==> src/pulse_channel_with_sweep_defines.svh <==
// Assertion macros for the pulse channel
`ifndef PULSE_CHANNEL_WITH_SWEEP_DEFINES_SVH
`define PULSE_CHANNEL_WITH_SWEEP_DEFINES_SVH
// property holds at every clock edge outside reset
`define PCS_ASSERT(label, clk, rstn, prop, msg) \
    label: assert property (@(posedge clk) disable iff (!rstn) (prop)) else $error(msg);
// property holds at every clock edge, reset included
`define PCS_ASSERT_ALWAYS(label, clk, prop, msg) \
    label: assert property (@(posedge clk) (prop)) else $error(msg);
`endif

==> src/pcs_pkg.sv <==
// ----------------------------------------------------------------------------
// pcs_pkg
// Shared types and constants for the pulse channel.
// ----------------------------------------------------------------------------
`default_nettype none
package pcs_pkg;
    localparam logic [2:0] OP_WRITE = 3'd0;
    localparam logic [2:0] OP_READ  = 3'd1;
    localparam logic [2:0] OP_TIMER = 3'd2;
    localparam logic [2:0] OP_LEN   = 3'd3;
    localparam logic [2:0] OP_ENV   = 3'd4;
    localparam logic [2:0] OP_SWEEP = 3'd5;
    localparam logic [2:0] OP_POWER = 3'd6;

    localparam logic [2:0] REG_SWEEP = 3'd0;
    localparam logic [2:0] REG_DUTY  = 3'd1;
    localparam logic [2:0] REG_ENV   = 3'd2;
    localparam logic [2:0] REG_FLO   = 3'd3;
    localparam logic [2:0] REG_CTRL  = 3'd4;

    typedef struct packed {
        logic       start;   // latch request, run the ops done at acceptance
        logic       calc1;   // first sweep calc (trigger / sweep clock)
        logic       calc2;   // second sweep calc after frequency update
        logic       tstep;   // one timer reload iteration
    } pcs_cmd_t;

    typedef struct packed {
        logic       need_calc;  // request needs sweep calc
        logic       need_calc2;
        logic       timer_more; // timer still <= 0, more reloads pending
    } pcs_stat_t;

    function automatic logic duty_bit(input logic [1:0] d, input logic [2:0] s);
        logic [7:0] p;
        case (d)
            2'd0: p = 8'b00000001;
            2'd1: p = 8'b10000001;
            2'd2: p = 8'b10000111;
            default: p = 8'b01111110;
        endcase
        return p[3'd7 - s];
    endfunction
endpackage
`default_nettype wire

==> src/pulse_channel_with_sweep.sv <==
// ----------------------------------------------------------------------------
// pulse_channel_with_sweep
// Square-wave sound channel with sweep, envelope and length counter.
// ----------------------------------------------------------------------------
// Usage: one request on s_* (opcode, reg_index, write_data, tick_cycles)
// yields one result on m_* (read_data, sample_level, channel_on).
// Requests are taken one at a time; s_ready is high only when idle.
// m_valid rises once the request has passed the CALC1, CALC2 and TIMER
// states. On a timer advance the TIMER state keeps reloading the period
// while the datapath reports the timer still at or below zero.
// A new request is taken only in the idle state, which follows once the
// result is taken.
// The result is held until m_ready; no request is taken meanwhile.
// cfg_valid/cfg_ready write has_sweep (bit 0 of cfg_data); write only
// while idle. cfg_ready is always high.
// Synchronous active-low reset clears all channel state; has_sweep
// resets to one.
// ----------------------------------------------------------------------------
`default_nettype none
module pulse_channel_with_sweep import pcs_pkg::*; (
    input  wire logic       aclk,
    input  wire logic       aresetn,
    input  wire logic       cfg_valid,
    output logic            cfg_ready,
    input  wire logic       cfg_data,
    input  wire logic       s_valid,
    output logic            s_ready,
    input  wire logic [2:0] s_opcode,
    input  wire logic [2:0] s_reg_index,
    input  wire logic [7:0] s_write_data,
    input  wire logic [7:0] s_tick_cycles,
    output logic            m_valid,
    input  wire logic       m_ready,
    output logic [7:0]      m_read_data,
    output logic [3:0]      m_sample_level,
    output logic            m_channel_on
);
    pcs_cmd_t  cmd;
    pcs_stat_t stat;

    assign cfg_ready = 1'b1;

    pcs_ctrl u_ctrl (
        .aclk(aclk), .aresetn(aresetn),
        .s_valid(s_valid), .s_ready(s_ready),
        .m_valid(m_valid), .m_ready(m_ready),
        .stat(stat), .cmd(cmd)
    );

    pcs_datapath u_dp (
        .aclk(aclk), .aresetn(aresetn),
        .cfg_valid(cfg_valid), .cfg_ready(cfg_ready), .cfg_data(cfg_data),
        .s_opcode(s_opcode), .s_reg_index(s_reg_index),
        .s_write_data(s_write_data), .s_tick_cycles(s_tick_cycles),
        .cmd(cmd), .stat(stat),
        .m_read_data(m_read_data), .m_sample_level(m_sample_level),
        .m_channel_on(m_channel_on)
    );
endmodule
`default_nettype wire

==> src/pcs_ctrl.sv <==
// ----------------------------------------------------------------------------
// pcs_ctrl
// Sequencer: accepts a request, steps the datapath, presents the result.
// ----------------------------------------------------------------------------
`default_nettype none
`include "pulse_channel_with_sweep_defines.svh"
module pcs_ctrl import pcs_pkg::*; (
    input  wire logic      aclk,
    input  wire logic      aresetn,
    input  wire logic      s_valid,
    output logic           s_ready,
    output logic           m_valid,
    input  wire logic      m_ready,
    input  wire pcs_stat_t stat,
    output pcs_cmd_t       cmd
);
    localparam logic [2:0] ST_IDLE  = 3'd0;
    localparam logic [2:0] ST_CALC1 = 3'd1;
    localparam logic [2:0] ST_CALC2 = 3'd2;
    localparam logic [2:0] ST_TIMER = 3'd3;
    localparam logic [2:0] ST_OUT   = 3'd4;

    logic [2:0] state_reg, state_next;

    assign s_ready = (state_reg == ST_IDLE);
    assign m_valid = (state_reg == ST_OUT);

    always_comb begin
        cmd = '0;
        state_next = state_reg;
        case (state_reg)
            ST_IDLE: begin
                if (s_valid) begin
                    cmd.start = 1'b1;
                    state_next = ST_CALC1;
                end
            end
            ST_CALC1: begin
                if (stat.need_calc) begin
                    cmd.calc1 = 1'b1;
                end
                state_next = ST_CALC2;
            end
            ST_CALC2: begin
                if (stat.need_calc2) begin
                    cmd.calc2 = 1'b1;
                end
                state_next = ST_TIMER;
            end
            ST_TIMER: begin
                if (stat.timer_more) begin
                    cmd.tstep = 1'b1;
                end else begin
                    state_next = ST_OUT;
                end
            end
            ST_OUT: begin
                if (m_ready) begin
                    state_next = ST_IDLE;
                end
            end
            default: state_next = ST_IDLE;
        endcase
    end

    always_ff @(posedge aclk) begin
        if (!aresetn) begin
            state_reg <= ST_IDLE;
        end else begin
            state_reg <= state_next;
        end
    end

    `PCS_ASSERT(a_one_side, aclk, aresetn, !(s_ready && m_valid), "ready and valid together")
    `PCS_ASSERT(a_out_hold, aclk, aresetn, (m_valid && !m_ready) |=> m_valid, "result dropped")
    `PCS_ASSERT(a_start_goes, aclk, aresetn, cmd.start |=> (state_reg == ST_CALC1), "bad start")
    `PCS_ASSERT(a_tstep_state, aclk, aresetn, cmd.tstep |-> (state_reg == ST_TIMER), "stray tstep")
endmodule
`default_nettype wire

==> src/pcs_datapath.sv <==
// ----------------------------------------------------------------------------
// pcs_datapath
// Channel registers, counters, sweep and timer arithmetic.
// ----------------------------------------------------------------------------
`default_nettype none
module pcs_datapath import pcs_pkg::*; (
    input  wire logic       aclk,
    input  wire logic       aresetn,
    input  wire logic       cfg_valid,
    input  wire logic       cfg_ready,
    input  wire logic       cfg_data,
    input  wire logic [2:0] s_opcode,
    input  wire logic [2:0] s_reg_index,
    input  wire logic [7:0] s_write_data,
    input  wire logic [7:0] s_tick_cycles,
    input  wire pcs_cmd_t   cmd,
    output pcs_stat_t       stat,
    output logic [7:0]      m_read_data,
    output logic [3:0]      m_sample_level,
    output logic            m_channel_on
);
    logic       has_sweep_reg;
    logic [7:0] sweep_reg, duty_reg, env_reg, flo_reg, ctrl_reg;
    logic       en_reg;
    logic [3:0] vol_reg;
    logic [2:0] step_reg;
    logic signed [15:0] ptim_reg;
    logic [6:0] len_reg;
    logic [2:0] etim_reg;
    logic [3:0] stim_reg;
    logic [10:0] shadow_reg;
    logic       sact_reg, ssub_reg;
    logic       calc_reg, calc2_reg;
    logic       tmr_op_reg;
    logic [7:0] rd_reg;

    logic [10:0] freq;
    logic [13:0] period;
    logic [11:0] calc_val;
    logic        dac;
    logic [2:0]  sper, ssh;

    assign freq = {ctrl_reg[2:0], flo_reg};
    assign period = {(12'd2048 - {1'b0, freq}), 2'b00};
    assign dac = (env_reg[7:3] != 5'd0);
    assign sper = sweep_reg[6:4];
    assign ssh = sweep_reg[2:0];
    assign calc_val = sweep_reg[3] ? ({1'b0, shadow_reg} - {1'b0, shadow_reg >> ssh})
                                   : ({1'b0, shadow_reg} + {1'b0, shadow_reg >> ssh});

    assign stat.need_calc = calc_reg;
    assign stat.need_calc2 = calc2_reg;
    // reloads only follow a timer advance
    assign stat.timer_more = tmr_op_reg && (ptim_reg <= 16'sd0);

    assign m_read_data = rd_reg;
    assign m_channel_on = en_reg;
    assign m_sample_level = (en_reg && duty_bit(duty_reg[7:6], step_reg)) ? vol_reg : 4'd0;

    always_ff @(posedge aclk) begin
        if (!aresetn) begin
            has_sweep_reg <= 1'b1;
            sweep_reg <= '0; duty_reg <= '0; env_reg <= '0; flo_reg <= '0; ctrl_reg <= '0;
            en_reg <= 1'b0; vol_reg <= '0; step_reg <= '0; ptim_reg <= 16'sd0;
            len_reg <= '0; etim_reg <= '0; stim_reg <= '0; shadow_reg <= '0;
            sact_reg <= 1'b0; ssub_reg <= 1'b0; calc_reg <= 1'b0; calc2_reg <= 1'b0;
            tmr_op_reg <= 1'b0;
            rd_reg <= '0;
        end else begin
            if (cfg_valid && cfg_ready) begin
                has_sweep_reg <= cfg_data;
            end
            if (cmd.start) begin
                rd_reg <= 8'd0;
                calc_reg <= 1'b0;
                calc2_reg <= 1'b0;
                tmr_op_reg <= (s_opcode == OP_TIMER);
                case (s_opcode)
                    OP_WRITE: begin
                        case (s_reg_index)
                            REG_SWEEP: begin
                                sweep_reg <= s_write_data;
                                if (ssub_reg && !s_write_data[3]) en_reg <= 1'b0;
                            end
                            REG_DUTY: begin
                                duty_reg <= s_write_data;
                                len_reg <= 7'd64 - {1'b0, s_write_data[5:0]};
                            end
                            REG_ENV: begin
                                env_reg <= s_write_data;
                                if (s_write_data[7:3] == 5'd0) en_reg <= 1'b0;
                            end
                            REG_FLO: flo_reg <= s_write_data;
                            REG_CTRL: begin
                                ctrl_reg <= s_write_data;
                                if (s_write_data[7]) begin
                                    en_reg <= dac;
                                    if (len_reg == 7'd0) len_reg <= 7'd64;
                                    ptim_reg <= $signed({2'b00,
                                        (12'd2048 - {1'b0, s_write_data[2:0], flo_reg}), 2'b00});
                                    vol_reg <= env_reg[7:4];
                                    etim_reg <= env_reg[2:0];
                                    if (has_sweep_reg) begin
                                        shadow_reg <= {s_write_data[2:0], flo_reg};
                                        stim_reg <= (sper != 3'd0) ? {1'b0, sper} : 4'd8;
                                        sact_reg <= (sper != 3'd0) || (ssh != 3'd0);
                                        ssub_reg <= 1'b0;
                                        calc_reg <= (ssh != 3'd0);
                                    end
                                end
                            end
                            default: ;
                        endcase
                    end
                    OP_READ: begin
                        case (s_reg_index)
                            REG_SWEEP: rd_reg <= sweep_reg | 8'h80;
                            REG_DUTY:  rd_reg <= duty_reg | 8'h3F;
                            REG_ENV:   rd_reg <= env_reg;
                            REG_CTRL:  rd_reg <= ctrl_reg | 8'hBF;
                            default:   rd_reg <= 8'hFF;
                        endcase
                    end
                    OP_TIMER: begin
                        ptim_reg <= ptim_reg - $signed({8'd0, s_tick_cycles});
                    end
                    OP_LEN: begin
                        if (ctrl_reg[6] && len_reg != 7'd0) begin
                            len_reg <= len_reg - 7'd1;
                            if (len_reg == 7'd1) en_reg <= 1'b0;
                        end
                    end
                    OP_ENV: begin
                        if (env_reg[2:0] != 3'd0) begin
                            if (etim_reg > 3'd1) begin
                                etim_reg <= etim_reg - 3'd1;
                            end else begin
                                etim_reg <= env_reg[2:0];
                                if (env_reg[3]) begin
                                    if (vol_reg != 4'd15) vol_reg <= vol_reg + 4'd1;
                                end else if (vol_reg != 4'd0) begin
                                    vol_reg <= vol_reg - 4'd1;
                                end
                            end
                        end
                    end
                    OP_SWEEP: begin
                        if (has_sweep_reg) begin
                            if (stim_reg > 4'd1) begin
                                stim_reg <= stim_reg - 4'd1;
                            end else begin
                                stim_reg <= (sper != 3'd0) ? {1'b0, sper} : 4'd8;
                                calc_reg <= sact_reg && (sper != 3'd0);
                                calc2_reg <= sact_reg && (sper != 3'd0);
                            end
                        end
                    end
                    OP_POWER: begin
                        sweep_reg <= '0; duty_reg <= '0; env_reg <= '0;
                        flo_reg <= '0; ctrl_reg <= '0;
                        en_reg <= 1'b0; vol_reg <= '0; step_reg <= '0;
                        ptim_reg <= 16'sd0;
                        sact_reg <= 1'b0; ssub_reg <= 1'b0;
                    end
                    default: ;
                endcase
            end
            if (cmd.calc1) begin
                if (sweep_reg[3]) ssub_reg <= 1'b1;
                if (calc_val > 12'd2047) begin
                    en_reg <= 1'b0;
                    calc2_reg <= 1'b0;
                end else if (calc2_reg && ssh != 3'd0) begin
                    shadow_reg <= calc_val[10:0];
                    flo_reg <= calc_val[7:0];
                    ctrl_reg[2:0] <= calc_val[10:8];
                end else begin
                    calc2_reg <= 1'b0;
                end
            end
            if (cmd.calc2) begin
                if (sweep_reg[3]) ssub_reg <= 1'b1;
                if (calc_val > 12'd2047) en_reg <= 1'b0;
            end
            if (cmd.tstep) begin
                ptim_reg <= ptim_reg + $signed({2'b00, period});
                step_reg <= step_reg + 3'd1;
            end
        end
    end
endmodule
`default_nettype wire

==> config.mk <==
export PLATFORM = sky130hd
export DESIGN_NAME = pulse_channel_with_sweep
export DESIGN_NICKNAME = d
export VERILOG_FILES = /design/src/pcs_pkg.sv /design/src/pulse_channel_with_sweep.sv /design/src/pcs_ctrl.sv /design/src/pcs_datapath.sv
export VERILOG_INCLUDE_DIRS = /design/src /design/src/src
export SDC_FILE = /design/constraint.sdc
export NUM_CORES = 1
export LEC_CHECK = 0
export BUFFER_PORTS_ARGS = -buffer_cell sky130_fd_sc_hd__buf_2
export CAP_MARGIN = 25
export CORE_ASPECT_RATIO = 1.4
export CORE_MARGIN = 2
export CORE_UTILIZATION = 63
export CTS_CLUSTER_DIAMETER = 100
export DETAILED_ROUTE_END_ITERATION = 16
export GPL_TIMING_DRIVEN = 0
export PLACE_DENSITY_LB_ADDON = 0.15
export SYNTH_ARGS = -nofsm -noshare
export SYNTH_HDL_FRONTEND = slang
export SYNTH_SLANG_ARGS = --single-unit
export TNS_END_PERCENT = 10
==> constraint.sdc <==
create_clock -name aclk -period 6.2 [get_ports aclk]
set_input_delay 0.31 -clock aclk [delete_from_list [all_inputs] [get_ports aclk]]
set_output_delay 0.31 -clock aclk [all_outputs]
set_load 0.01 [all_outputs]
==> results of run 1 <==
==> kinds of logic after synthesis <==
group / after synthesis / share of synthesized area (%)
simple gates: 375 / 23.3
mux: 64 / 9.79
other cells: 1 / 0.0475
flops: 95 / 24.1
fa+ha+maj: 51 / 8.43
xor+xnor: 46 / 5.10
buf+inv: 97 / 5.12
compound gates: 297 / 24.1
==> cell type report <==
| type | count | area (sq um) | share of cell area (%) |
|---|---|---|---|
| Buffer | 56 | 250 | 2.91 |
| Timing Repair Buffer | 41 | 208 | 2.42 |
| Multi-Input combinational cell | 834 | 5590 | 65.0 |
| Inverter | 41 | 154 | 1.79 |
| Clock inverter | 7 | 78.8 | 0.917 |
| Tap cell | 150 | 188 | 2.18 |
| Sequential cell | 95 | 1900 | 22.1 |
| Clock buffer | 9 | 225 | 2.62 |
==> layer usage <==
metal / up-vias / wire (microns) / track usage, %
li1: 3880 / - / -
met1: 3849 / 9380 / 43.5
met2: 383 / 11500 / 61.7
met3: 108 / 1870 / 4.42
met4: 0 / 1470 / 22.4
met5: - / 0 / 0
==> worst paths after layout <==
path,end,slack (ns)
worst max register to register,u_dp.shadow_reg[7],0.77
worst max-delay path,u_dp.shadow_reg[7],0.77
worst min register to register,u_dp.m_read_data[7],0.45
worst min-delay path,u_dp.has_sweep_reg,0.16
==> where the power goes <==
group | switching (W) | leakage [nW] | internal (W)
Sequential | 0.0000173 | 0.768 | 0.000624
Combinational | 0.000212 | 2.62 | 0.000123
Clock | 0.000298 | 0.149 | 0.000290
==> metrics by stage <==
step	utilization, %	cell area (sq um)	hold WS (ns)
5_1_grt	69.8	8600	0.171
4_1_cts	69.8	8590	0.165
6_report	69.8	8600	0.156
3_3_place_gp	67.3	8290	0.441
2_1_floorplan	-	7900	0.438
3_5_place_dp	67.3	8290	0.443
==> critical path: stages, from the launching register on <==
cell,delay [ns]
dfxtp_1,0.44
buf_4,0.22
buf_2,0.23
buf_1,0.44
mux4_2,0.56
nand2_1,0.07
and2_1,0.19
ha_1,0.23
and4_1,0.28
a21oi_1,0.11
nor3_1,0.19
a21oi_1,0.10
ha_1,0.37
nand2_1,0.12
nand2_1,0.06
nor3_1,0.14
a31o_2,0.24
a21boi_1,0.63
or3_1,0.23
buf_6,0.12
buf_6,0.14
mux2i_1,0.23
==> cell usage in the layout (no fill, tap or decap), types with 11 or more instances in the layout <==
cell / instances
nor2_1: 121
nor4_1: 14
mux2i_1: 45
nor3_1: 32
or3_1: 11
nand3_1: 30
dfxtp_1: 95
xor2_1: 19
a21oi_1: 85
ha_1: 46
clkbuf_1: 43
nand2b_1: 18
nand2_1: 79
inv_1: 41
buf_2: 41
a211oi_1: 12
o21ai_0: 73
xnor2_1: 27
a22oi_1: 18
==> run_summary.xml, run 1 <==
<?xml version="1.0" encoding="UTF-8"?>
<metrics>
  <group name="detailed_routing">
    <metric name="via_per_inst" unit="">6.67</metric>
    <metric name="drcViolationCount" unit="">0</metric>
    <metric name="drt_pass1_iterations" unit="">6</metric>
    <metric name="routed_wire_length_per_instance" unit="microns">19.7</metric>
    <metric name="final_antenna_net_count" unit="">0</metric>
    <metric name="drt_wl_total" unit="microns">24300</metric>
    <metric name="drtIter0Drc" unit="">752</metric>
    <metric name="num_vias" unit="">8220</metric>
  </group>
  <group name="cells_and_area">
    <metric name="layout.filler_cells" unit="">1071</metric>
    <metric name="largest_register_ffs" unit="">16</metric>
    <metric name="nets" unit="">1156</metric>
    <metric name="antenna_cells_inserted" unit="">0</metric>
    <metric name="instances_no_fill" unit="">1233</metric>
    <metric name="drive_gt1_share" unit="%">8.59</metric>
    <metric name="area_growth" unit="%">8.85</metric>
  </group>
  <group name="timing">
    <metric name="clock.fmax" unit="GHz">0.184</metric>
    <metric name="fin_crit_sh" unit="%">87.6</metric>
    <metric name="timing_worst_slew_pin_value" unit="ns">0.888</metric>
    <metric name="fin_tns_setup" unit="ns">0</metric>
    <metric name="rsz0062_at_grt" unit="">no</metric>
    <metric name="slew_headroom" unit="%">40.6</metric>
    <metric name="slew_limit_fails" unit="">0</metric>
    <metric name="skew" unit="ns">0.0133</metric>
    <metric name="period_needed" unit="ns">5.43</metric>
    <metric name="worst_slack" unit="ns">0.770</metric>
    <metric name="number_of_endpoints_failing_setup_at_the_final_stage" unit="">0</metric>
    <metric name="finalHoldViolations" unit="">0</metric>
  </group>
  <group name="synthesis">
    <metric name="post_synth_num_cell_types" unit="">83</metric>
    <metric name="synthDominantAreaCellType" unit="">dfxtp_1</metric>
    <metric name="yosys_most_used_dff" unit="">dfxtp_1</metric>
    <metric name="leading_cell_type_by_number_of_instances_after_synthesis" unit="">nor2_1</metric>
    <metric name="asyncSetResetFlopFracSynth" unit="%">0</metric>
    <metric name="synthesis.area_per_instance" unit="sq um">7.70</metric>
    <metric name="syn_area" unit="sq um">7900</metric>
    <metric name="part_of_the_yosys_area_used_for_sequential_elements" unit="%">24.1</metric>
    <metric name="flop_and_latch_count_out_of_synthesis" unit="">95</metric>
    <metric name="synthTopCellsByArea" unit="">dfxtp_1, ha_1, nor2_1</metric>
    <metric name="synth_warnings" unit="">0</metric>
    <metric name="post_synth_inst_count" unit="">1026</metric>
    <metric name="synth.top_cell.area_share" unit="%">24.1</metric>
    <metric name="synth-edff-count" unit="">0</metric>
    <metric name="synth_top_cells_by_count" unit="">nor2_1, dfxtp_1, a21oi_1</metric>
    <metric name="syn_nets" unit="">1104</metric>
  </group>
  <group name="place">
    <metric name="io_buffers" unit="">40</metric>
    <metric name="gp_routability_congestion" unit="">0.963</metric>
    <metric name="hpwl" unit="microns">18300</metric>
    <metric name="post-place-ws" unit="ns">0.910</metric>
    <metric name="dp_cells" unit="">1216</metric>
  </group>
  <group name="cts">
    <metric name="cts_num_sinks" unit="">95</metric>
    <metric name="clkTransAtPathRegs" unit="ns">0.08</metric>
    <metric name="post-cts-setup-buffers" unit="">0</metric>
    <metric name="clk-insertion-delay-late" unit="ns">0.37</metric>
    <metric name="numCtsBuffers" unit="">9</metric>
    <metric name="clk_path_buf_depth" unit="">2</metric>
    <metric name="ctsHoldBuffers" unit="">0</metric>
    <metric name="cts.repair.resized" unit="">0</metric>
    <metric name="cts_tree" unit="">done</metric>
    <metric name="cts.root.buffer_cell" unit="">clkbuf_16</metric>
    <metric name="cts.htree.levels" unit="">3</metric>
  </group>
  <group name="worst_setup_path">
    <metric name="worst_setup_path_end_kind" unit="">register</metric>
    <metric name="worst-setup-path-type" unit="">reg2reg</metric>
    <metric name="crit_path_start_kind" unit="">register</metric>
    <metric name="reg2reg_depth" unit="">21</metric>
    <metric name="critPathLaunch" unit="">u_dp.sweep_reg[1]</metric>
    <metric name="crit_required" unit="ns">6.49</metric>
    <metric name="timing.critical_path.arrival" unit="ns">5.72</metric>
    <metric name="reg2reg_from" unit="">u_dp.sweep_reg[1]</metric>
    <metric name="biggest_fanout_along_the_worst_timing_path" unit="">10</metric>
  </group>
  <group name="grt">
    <metric name="grt_start_max_net_pins" unit="">21</metric>
    <metric name="initial_antenna_violation_count" unit="">0</metric>
    <metric name="remaining_global_route_overflow" unit="">0</metric>
    <metric name="wire_length_of_the_first_global_routing_pass" unit="microns">38800</metric>
    <metric name="first_global_vias" unit="">7850</metric>
    <metric name="gr-usage-all-layers" unit="%">36.3</metric>
  </group>
  <group name="floorplanning">
    <metric name="pin_count" unit="">44</metric>
    <metric name="placementRows" unit="">48</metric>
    <metric name="die-area" unit="sq um">13500</metric>
    <metric name="starting_density_of_the_core" unit="%">64.2</metric>
    <metric name="core_region_area" unit="sq um">12300</metric>
    <metric name="die_h" unit="microns">136</metric>
    <metric name="die_w" unit="microns">98.6</metric>
  </group>
  <group name="hold_path">
    <metric name="worst_hold_path_type" unit="">in2reg</metric>
    <metric name="worst_hold_path.num_cells" unit="">3</metric>
    <metric name="hp-start" unit="">cfg_data</metric>
  </group>
  <group name="power_and_ir_drop">
    <metric name="power.density" unit="nW/um^2">182</metric>
    <metric name="power.static_leakage" unit="nW">3.54</metric>
    <metric name="finalPower" unit="W">0.00157</metric>
    <metric name="ir_drop" unit="mV">0.155</metric>
  </group>
  <group name="run_status">
    <metric name="outcome" unit="">complete, no violations</metric>
  </group>
  <group name="run">
    <metric name="timing.max_cap.violations" unit="">0</metric>
  </group>
</metrics>
Note: power is estimated with default switching activity, not from simulation.
==> run 2, diff against run 1 <==
CORE_UTILIZATION = 68   (was 63)
REMOVE_ABC_BUFFERS = 1   (was default)
clock period = 6.55 ns   (was 6.2 ns; I/O delays follow)
==> run 2 against run 1 <==
Register-to-register slack gained 0.46 ns. Worst setup slack improved by 0.46 ns. Cell area decreased by 1.8%. First-iteration DRC count down 4.9%. Utilization increased by 4.7 points. Non-clock buffer count decreased by 50. Worst hold slack better by 0.050 ns. Largest cell class unchanged.
==> run_summary.xml, run 2 (synthesis gave the netlist of run 1 again) <==
<?xml version="1.0" encoding="UTF-8"?>
<metrics>
  <group name="worst_setup_path">
    <metric name="worst_setup_path_end_kind" unit="">register</metric>
    <metric name="cpPeakStageDelay" unit="ns">0.98</metric>
    <metric name="regToRegEndpoint" unit="">u_dp.flo_reg[2]</metric>
    <metric name="path_buf_inv" unit="">1</metric>
    <metric name="cpMaxStageDelayCell" unit="">dfxtp_1</metric>
    <metric name="crit_required" unit="ns">6.82</metric>
    <metric name="worst-setup-path-type" unit="">reg2reg</metric>
    <metric name="reg2reg_depth" unit="">14</metric>
    <metric name="reg2reg_from" unit="">u_dp.sweep_reg[2]</metric>
    <metric name="worst_path_most_repeated_cell" unit="">a21oi_1</metric>
    <metric name="crit_path_start_kind" unit="">register</metric>
    <metric name="reg2reg_setup_slack" unit="ns">1.23</metric>
    <metric name="timing.critical_path.arrival" unit="ns">5.59</metric>
    <metric name="crit_chain" unit="">inv_1, nor4_1, o31a_4, and3_4, a21oi_1, nor3_1, a21oi_1, ha_1, or2_2, a21oi_1, a31o_2, a21boi_1, or3_1, mux2i_1</metric>
    <metric name="critPathLaunch" unit="">u_dp.sweep_reg[2]</metric>
    <metric name="cpLargestDelayFamily" unit="">simple AND/OR/NAND/NOR gates</metric>
    <metric name="biggest_fanout_along_the_worst_timing_path" unit="">30</metric>
  </group>
  <group name="detailed_routing">
    <metric name="drt_wl_total" unit="microns">21400</metric>
    <metric name="drt_pass1_iterations" unit="">6</metric>
    <metric name="via_per_inst" unit="">6.59</metric>
    <metric name="drtIter0Drc" unit="">715</metric>
    <metric name="final_antenna_net_count" unit="">0</metric>
    <metric name="routed_wire_length_per_instance" unit="microns">18.2</metric>
    <metric name="drcViolationCount" unit="">0</metric>
    <metric name="num_vias" unit="">7754</metric>
  </group>
  <group name="grt">
    <metric name="groute.layer.met3.usage" unit="%">5.85</metric>
    <metric name="grtUsageMet2" unit="%">57.1</metric>
    <metric name="met1_usage" unit="%">43.2</metric>
    <metric name="remaining_global_route_overflow" unit="">0</metric>
    <metric name="wire_length_of_the_first_global_routing_pass" unit="microns">34800</metric>
    <metric name="initial_antenna_violation_count" unit="">0</metric>
    <metric name="grt_start_max_net_pins" unit="">45</metric>
    <metric name="grt-busiest-layer" unit="">met2</metric>
    <metric name="gr-usage-all-layers" unit="%">34.5</metric>
    <metric name="first_global_vias" unit="">7309</metric>
  </group>
  <group name="cts">
    <metric name="clkTransAtPathRegs" unit="ns">0.07</metric>
    <metric name="clk-insertion-delay-late" unit="ns">0.35</metric>
    <metric name="cts.root.buffer_cell" unit="">clkbuf_16</metric>
    <metric name="post-cts-setup-buffers" unit="">0</metric>
    <metric name="cts.repair.resized" unit="">0</metric>
    <metric name="ctsHoldBuffers" unit="">0</metric>
    <metric name="numCtsBuffers" unit="">9</metric>
    <metric name="clk_path_buf_depth" unit="">2</metric>
    <metric name="cts_num_sinks" unit="">95</metric>
    <metric name="cts.htree.levels" unit="">3</metric>
    <metric name="cts_tree" unit="">done</metric>
  </group>
  <group name="floorplanning">
    <metric name="placementRows" unit="">46</metric>
    <metric name="pin_count" unit="">44</metric>
    <metric name="starting_density_of_the_core" unit="%">69.7</metric>
    <metric name="die-area" unit="sq um">12500</metric>
    <metric name="die_h" unit="microns">132</metric>
    <metric name="die_w" unit="microns">95.1</metric>
    <metric name="core_region_area" unit="sq um">11300</metric>
  </group>
  <group name="timing">
    <metric name="period_needed" unit="ns">5.32</metric>
    <metric name="worst_slack" unit="ns">1.23</metric>
    <metric name="timing_worst_slew_pin_value" unit="ns">1.12</metric>
    <metric name="fin_tns_setup" unit="ns">0</metric>
    <metric name="skew" unit="ns">0.00718</metric>
    <metric name="number_of_endpoints_failing_setup_at_the_final_stage" unit="">0</metric>
    <metric name="finalHoldViolations" unit="">0</metric>
    <metric name="slew_limit_fails" unit="">0</metric>
    <metric name="slew_headroom" unit="%">25.1</metric>
    <metric name="rsz0062_at_grt" unit="">no</metric>
    <metric name="fin_crit_sh" unit="%">81.2</metric>
    <metric name="clock.fmax" unit="GHz">0.188</metric>
  </group>
  <group name="cells_and_area">
    <metric name="drive_gt1_share" unit="%">8.91</metric>
    <metric name="area_growth" unit="%">6.94</metric>
    <metric name="nets" unit="">1106</metric>
    <metric name="antenna_cells_inserted" unit="">0</metric>
    <metric name="instances_no_fill" unit="">1177</metric>
    <metric name="largest_register_ffs" unit="">16</metric>
    <metric name="mostFrequentLayoutCell" unit="">nor2_1</metric>
    <metric name="mostFrequentLayoutCells" unit="">nor2_1, dfxtp_1, a21oi_1</metric>
  </group>
  <group name="power_and_ir_drop">
    <metric name="power.share.combinational" unit="%">20.3</metric>
    <metric name="power.sequential.fraction" unit="%">41.8</metric>
    <metric name="power.static_leakage" unit="nW">3.49</metric>
    <metric name="total_switching_power" unit="W">0.000452</metric>
    <metric name="ir_drop" unit="mV">0.131</metric>
    <metric name="internal-power" unit="W">0.00101</metric>
    <metric name="power.density" unit="nW/um^2">173</metric>
    <metric name="p_sw_share" unit="%">30.9</metric>
    <metric name="pwr-share-clk" unit="%">37.9</metric>
  </group>
  <group name="place">
    <metric name="hpwl" unit="microns">15500</metric>
    <metric name="post-place-ws" unit="ns">1.06</metric>
    <metric name="gp_routability_congestion" unit="">0.922</metric>
    <metric name="dp_cells" unit="">1159</metric>
    <metric name="io_buffers" unit="">42</metric>
  </group>
  <group name="hold_path">
    <metric name="worst_hold_path.num_cells" unit="">3</metric>
    <metric name="worstHoldEndpoint" unit="">u_dp.has_sweep_reg</metric>
    <metric name="hp-start" unit="">cfg_data</metric>
    <metric name="worst_hold_path_type" unit="">in2reg</metric>
  </group>
  <group name="run">
    <metric name="timing.max_cap.violations" unit="">0</metric>
  </group>
  <group name="run_status">
    <metric name="outcome" unit="">complete, no violations</metric>
  </group>
</metrics>
run 2: cell count changes in the layout (fill, tap and decap cells not counted), moves of 2 or more:
cell,delta
clkbuf_1,-43
buf_6,-3
buf_1,-5
buf_16,+2
buf_4,-2
run 2: cell type report:
| cell class | instances | area (sq um) |
|---|---|---|
| multi-input cells | 834 | 5590 |
| repair buffers | 47 | 304 |
| well taps | 144 | 180 |
| flip-flops and latches | 95 | 1900 |
| clock buffers | 9 | 225 |
| fillers | 921 | 2890 |
| inverters | 41 | 154 |
| clock inverters | 7 | 88.8 |
run 2: power by group through the flow:
stage | Clock (W) | Sequential [W] | Combinational [W]
after detailed placement | 0 | 0.000626 | 0.000284
after CTS | 0.000559 | 0.000613 | 0.000287
after global placement | 0 | 0.000626 | 0.000278
after global routing | 0.000586 | 0.000614 | 0.000327
after floorplan | 0 | 0.000621 | 0.000205
final | 0.000555 | 0.000612 | 0.000297
run 2: how the worst max path moves through the flow:
stage / end / depth (start not counted)
after floorplan: u_dp.ctrl_reg[0] / 14
after global placement: u_dp.shadow_reg[0] / 15
after detailed placement: u_dp.shadow_reg[10] / 15
after CTS: u_dp.flo_reg[2] / 15
after global routing: u_dp.flo_reg[2] / 14
final: u_dp.flo_reg[2] / 14
run 2: through the flow:
stage                     cell area, sq um  power (W)  hold slack [ns]  util [%]
final                                 8450    0.00146            0.206      74.5
after floorplan                       7650   0.000825            0.389         -
after CTS                             8390    0.00146            0.206      74.0
after global routing                  8450    0.00153            0.196      74.5
after detailed placement              8080   0.000910            0.445      71.2
after global placement                8040   0.000903            0.443      70.9
run 2: metal layers:
metal  wire, microns  share of wire (%)
met3            1460                6.8
met2           10400                 49
met1            8680                 41
met4             850                4.0
met5               0                  0
run 2: tightest hold or removal path: cells and delay by family:
kind | cells | cell delay [ns]
buffers and inverters | 1 | 0.08
multiplexers | 1 | 0.06
AND/OR/NAND/NOR | 1 | 0.07
